==> config.mk <==
export PLATFORM = sky130hd
export DESIGN_NAME = raa_control
export DESIGN_NICKNAME = d
export VERILOG_FILES = /design/src/rtl/raa_pkg.sv /design/src/rtl/raa_control.sv
export SDC_FILE = /design/constraint.sdc
export NUM_CORES = 1
export LEC_CHECK = 0
export ABC_AREA = 1
export BUFFER_PORTS_ARGS = -buffer_cell sky130_fd_sc_hd__buf_2
export CAP_MARGIN = 10
export CORE_AREA = 2 2 39 41
export CTS_BUF_LIST = sky130_fd_sc_hd__clkbuf_16
export DETAILED_ROUTE_END_ITERATION = 10
export DIE_AREA = 0 0 41 43
export GPL_TIMING_DRIVEN = 1
export PLACE_DENSITY = 0.68
export SLEW_MARGIN = 20
export SYNTH_ARGS = -nofsm -noshare
export SYNTH_HDL_FRONTEND = slang
export SYNTH_SLANG_ARGS = --single-unit
==> constraint.sdc <==
create_clock -name clock -period 2.95 [get_ports clock]
set_clock_uncertainty 0.2 [all_clocks]
set_input_delay 0.295 -clock clock [delete_from_list [all_inputs] [get_ports clock]]
set_output_delay 0.295 -clock clock [all_outputs]
set_load 0.05 [all_outputs]
==> src/rtl/raa_pkg.sv <==
// ----------------------------------------------------------------------------
// raa_pkg: shared types and constants
// Word types, opcodes, status codes and controller/datapath command signals.
// ----------------------------------------------------------------------------
package raa_pkg;

   localparam int DEF_DATA_WIDTH = 32;

   localparam logic [2:0] OP_LOAD = 3'd0;
   localparam logic [2:0] OP_ADD  = 3'd1;
   localparam logic [2:0] OP_SUB  = 3'd2;
   localparam logic [2:0] OP_MUL  = 3'd3;
   localparam logic [2:0] OP_DIV  = 3'd4;

   localparam logic [1:0] ST_OK   = 2'd0;
   localparam logic [1:0] ST_ZERO = 2'd1;
   localparam logic [1:0] ST_OVF  = 2'd2;

   typedef struct packed {
      logic [2:0]         opcode;
      logic signed [31:0] operand_num;
      logic signed [31:0] operand_den;
   } req_type;

   typedef struct packed {
      logic signed [31:0] result_num;
      logic [30:0]        result_den;
      logic [1:0]         status;
   } rsp_type;

   typedef struct packed {
      logic load;    // capture operands, form magnitudes
      logic prod1;   // first products
      logic prod2;   // second products
      logic comb;    // combine into rn/rd
      logic gstep;   // one binary gcd step (halve or subtract)
      logic dstep;   // one division bit step (both quotients)
      logic commit;  // check range, update accumulator
   } cmd_type;

   typedef struct packed {
      logic skip;    // no arithmetic: error or unused opcode
      logic gdone;   // gcd finished
      logic ddone;   // division finished
   } sts_type;

endpackage

==> src/rtl/raa_control.sv <==
// ----------------------------------------------------------------------------
// raa_control: sequencing controller
// Steps the datapath through products, gcd, division and commit per word.
// ----------------------------------------------------------------------------
module raa_control import raa_pkg::*; (
   input  logic    clock,
   input  logic    reset,
   input  logic    req_valid,
   output logic    req_ready,
   output logic    rsp_valid,
   input  logic    rsp_ready,
   input  sts_type sts,
   output cmd_type cmd
);
   typedef enum logic [7:0] {
      S_IDLE = 8'b0000_0001,
      S_P1   = 8'b0000_0010,
      S_P2   = 8'b0000_0100,
      S_COMB = 8'b0000_1000,
      S_GCD  = 8'b0001_0000,
      S_DIV  = 8'b0010_0000,
      S_CMT  = 8'b0100_0000,
      S_OUT  = 8'b1000_0000
   } state_type;

   state_type state_ff, state_in;

   assign req_ready = state_ff == S_IDLE;
   assign rsp_valid = state_ff == S_OUT;

   always_comb begin
      state_in = state_ff;
      cmd = '0;
      unique case (state_ff)
         S_IDLE: if (req_valid) begin cmd.load = 1'b1; state_in = S_P1; end
         S_P1:   begin
            cmd.prod1 = 1'b1;
            state_in = sts.skip ? S_CMT : S_P2;
         end
         S_P2:   begin cmd.prod2 = 1'b1; state_in = S_COMB; end
         S_COMB: begin cmd.comb = 1'b1; state_in = S_GCD; end
         S_GCD:  begin
            cmd.gstep = 1'b1;
            if (sts.gdone) state_in = S_DIV;
         end
         S_DIV:  begin
            cmd.dstep = 1'b1;
            if (sts.ddone) state_in = S_CMT;
         end
         S_CMT:  begin cmd.commit = 1'b1; state_in = S_OUT; end
         S_OUT:  if (rsp_ready) state_in = S_IDLE;
         default: state_in = S_IDLE;
      endcase
   end

   always_ff @(posedge clock) begin
      if (reset) state_ff <= S_IDLE;
      else state_ff <= state_in;
   end
endmodule

# Yosys cells after proc, flatten, opt, wreduce, memory -nomap -nowiden
# Cells that the tools add are included.
# classes
eq_ne	12
n_mux	14
reduce_logical	1
# op_table
operator	count
$pmux 8 s8	1
$mux 8	4
$eq 8x1->1 const B	1
$eq 8x2->1 const B	1
$eq 8x3->1 const B	1
$eq 8x4->1 const B	1
$eq 8x5->1 const B	1
$eq 8x6->1 const B	1
$eq 8x7->1 const B	1
$eq 8x8->1 const B	1
$mux 1	8
$mux 7	1
$ne 2x2->1 const B	3
$reduce_and 4->1	1
$ne 2x1->1 const B	1
# word_totals
reg_bits	8
wordCells	28

# Logic depth before layout (Yosys ltp)
# depth
ltp_word	3
depth_mapped	8
ltp_nobuf	8

# Worst setup path before layout
# No wires, ideal clock.
# synth_path
path_kind	register to output
start	register state_ff[3]
end	output port rsp_valid
arrival_ps	1654
path_slack_ps	801
path_stages_with_launch	4
path_cell_list	dfxtp_1 nor2_2 nand2_4 nor3_1
# synth_via
elab_chain_cells	1
# synth_rtl
element	line	text
start, declared	raa_control.sv:26	state_type state_ff, state_in;
start signal, assigned	raa_control.sv:58	else state_ff <= state_in;
$eq 8x8->1	raa_control.sv:29	assign rsp_valid = state_ff == S_OUT;
end, declared	raa_control.sv:10	output logic rsp_valid,
# No other way between the ends.

==> results.toml <==
[layout]
area_growth_pct = 29.6
num-fill-cells = 148
regArea_um2 = 160
top_register = "state_ff"
final_area_um2 = 744
nets = 111
top_regs = "state_ff: 8 flops"
multi_input_area_um2 = 344
utilization_pct = 53.8
largest_reg_flops = 8
num_antenna_cells = 0
drive_gt1_share_pct = 39.2

[clock_network]
cts.reportedPaths.clkPinSlew_ns = 0.04
post_cts.repair.setup_buffers = 0
cts_max_level = 1
clk_path_buf_depth = 2
cts_tree = "built"
root_buffer = "clkbuf_16"
clock_sinks = 8
numCtsBuffers = 3
postCtsResizedCells = 0
cts-hold-fix-buffers = 0
clock_latency_ns = 0.23

[synthesis]
synth_cell_types = 18
netlist_area_um2 = 574
synth_cells = 84
yosysWarnings = 0
synth_top_area_share_pct = 27.9
syn_avg_cell_area_um2 = 6.84
seq_area_frac_synth_pct = 27.9
synth-seq-cells = 8
synth_nets = 91
synth_top_cells_by_area = "dfxtp_1 (28%), inv_1 (9.2%), nor2_1 (8.5%)"
yosysTopAreaCell = "dfxtp_1"

[drt]
wl_mm = 1.14
ant_nets = 0
first_pass_iters = 2
dr_total_vias = 555
via_per_inst = 4.70
drt_iter0_markers = 7
drt-wirelength-per-cell_um = 9.69
drc = 0

[floorplanning]
fp.dieH_um = 43
die_area_um2 = 1760
rows = 14
num_io_pins = 16
core_um2 = 1380
die_x_um = 41
initial_core_util_pct = 41.5

[hold_path]
hold_path_startpoint = "sts[2]"
hold_depth = 2
hold_path_end = "state_ff[2]"
worstHoldPathType = "in -> reg"

[power]
peakVddDrop_mv = 0.639
p_leak_nw = 0.404
power_density_nw_per_um2 = 960

[setup_path]
worstSetupEndpointType = "output port"
critPathRequiredTime_ns = 2.46
worstReg2RegStart = "state_ff[3]"
rrSetupSlack_ns = 1.53
startpoint_type = "flop"
worst-setup-path-type = "reg -> out"
cp_max_fo = 4
r2r_end = "state_ff[6]"
cp.arrival_ns = 1.39
ff2ff_path_depth = 7

[sta]
min_period_ns = 1.88
final.period_utilization_pct = 63.8
fin_ws_ns = 1.07
max_clock_freq_mhz = 532
setup_tns_ns = 0
finalSetupViolations = 0
worst_hold_slack_ns = 0.0410
finalHoldViolations = 0
tightest_slew_ns = 0.252
slew_violations = 0
slew_headroom_pct = 83.3
grt_setup_unrepaired = "no"

[grt]
antenna_found_initial = 0
grt_pass1_vias = 466
grt_pass1_wl_mm = 1.94
grt_start_max_net_pins = 7
grt-ovfl-total = 0
grt_usage_pct = 16.6

[placed_design]
place_area_um2 = 669
io_buffers = 15
routabilityCongestion = 0.874
dp_hpwl_um = 945
dp_slack_ns = 1.33

[status]
status = "complete, no violations"

[flow_run]
maxCapViolCount = 0
per-layer routing:
metal / share of wire (%) / up-vias / wire [µm] / GRT usage (%)
met5: 0 / - / 0 / 0
met4: 2.4 / 0 / 27 / 8.00
met3: 5.3 / 4 / 61 / 7.85
met2: 45 / 12 / 512 / 22.8
met1: 47 / 242 / 542 / 21.2
li1: - / 297 / - / -
kinds of logic (layout without fill, tap and decap cells):
| logic type | count (synthesis) | in the layout | share of synthesized area, % |
|---|---|---|---|
| DFF | 8 | 8 | 27.9 |
| and+or+nand+nor | 54 | 54 | 56.4 |
| AOI/OAI and AO/OA | 4 | 4 | 3.48 |
| buffers and inverters | 18 | 36 | 12.2 |
metrics by stage:
stage	instances	power [mW]
6_report	118	0.715
5_1_grt	118	0.770
4_1_cts	118	0.721
3_5_place_dp	115	0.491
3_3_place_gp	115	0.487
2_1_floorplan	84	0.433
worst max-delay path by stage:
stage                startpoint   endpoint  slack (ns)  depth (start not counted)
finish              state_ff[4]     cmd[6]        1.07                          6
global route        state_ff[4]     cmd[6]        0.92                          6
CTS                 state_ff[4]     cmd[6]        1.06                          6
detailed placement  state_ff[4]     cmd[6]        1.33                          6
global placement    state_ff[6]     cmd[6]        1.37                          6
floorplan           state_ff[3]  rsp_valid        0.80                          3
cell usage in the layout, fill, tap and decap left out:
cell,instances
buf_2,15
nor3_1,3
nand2_1,12
o21ai_1,1
dfxtp_1,8
nor3b_2,1
nand3b_4,1
nand3_1,8
inv_2,3
nand3_2,3
nand2_4,3
clkbuf_16,3
nor2_1,13
nand2_2,1
inv_4,1
nor2_2,7
nor2_4,1
a21oi_1,3
inv_1,14
nand3_4,1
synth_stat cells:
library cell,instances
a21oi_1,3
nor2_4,1
nand2_2,1
nand3b_4,1
nand3_2,3
nor2_1,13
inv_1,14
dfxtp_1,8
nand2_4,3
o21ai_1,1
nor3b_2,1
nand3_4,1
inv_2,3
nor3_1,3
nand3_1,8
inv_4,1
nor2_2,7
nand2_1,12
critical path, stage by stage (launching register included):
cell     delay [ns]
dfxtp_1        0.33
nor2_1         0.19
nand2_2        0.09
inv_2          0.09
nand2_1        0.09
nor2_1         0.09
buf_2          0.26
cell type report:
type / instances / area share, %
clock buffer: 3 / 10.1
sequential: 8 / 21.5
multi-input combinational: 58 / 46.2
inverter: 18 / 9.41
tap: 16 / 2.69
timing repair buffer: 15 / 10.1
report_power, final:
group / switching, mW / internal, mW
combinational: 0.245 / 0.0993
sequential: 0.0161 / 0.129
clock: 0.0513 / 0.175
(Power assumes the default switching activity.)
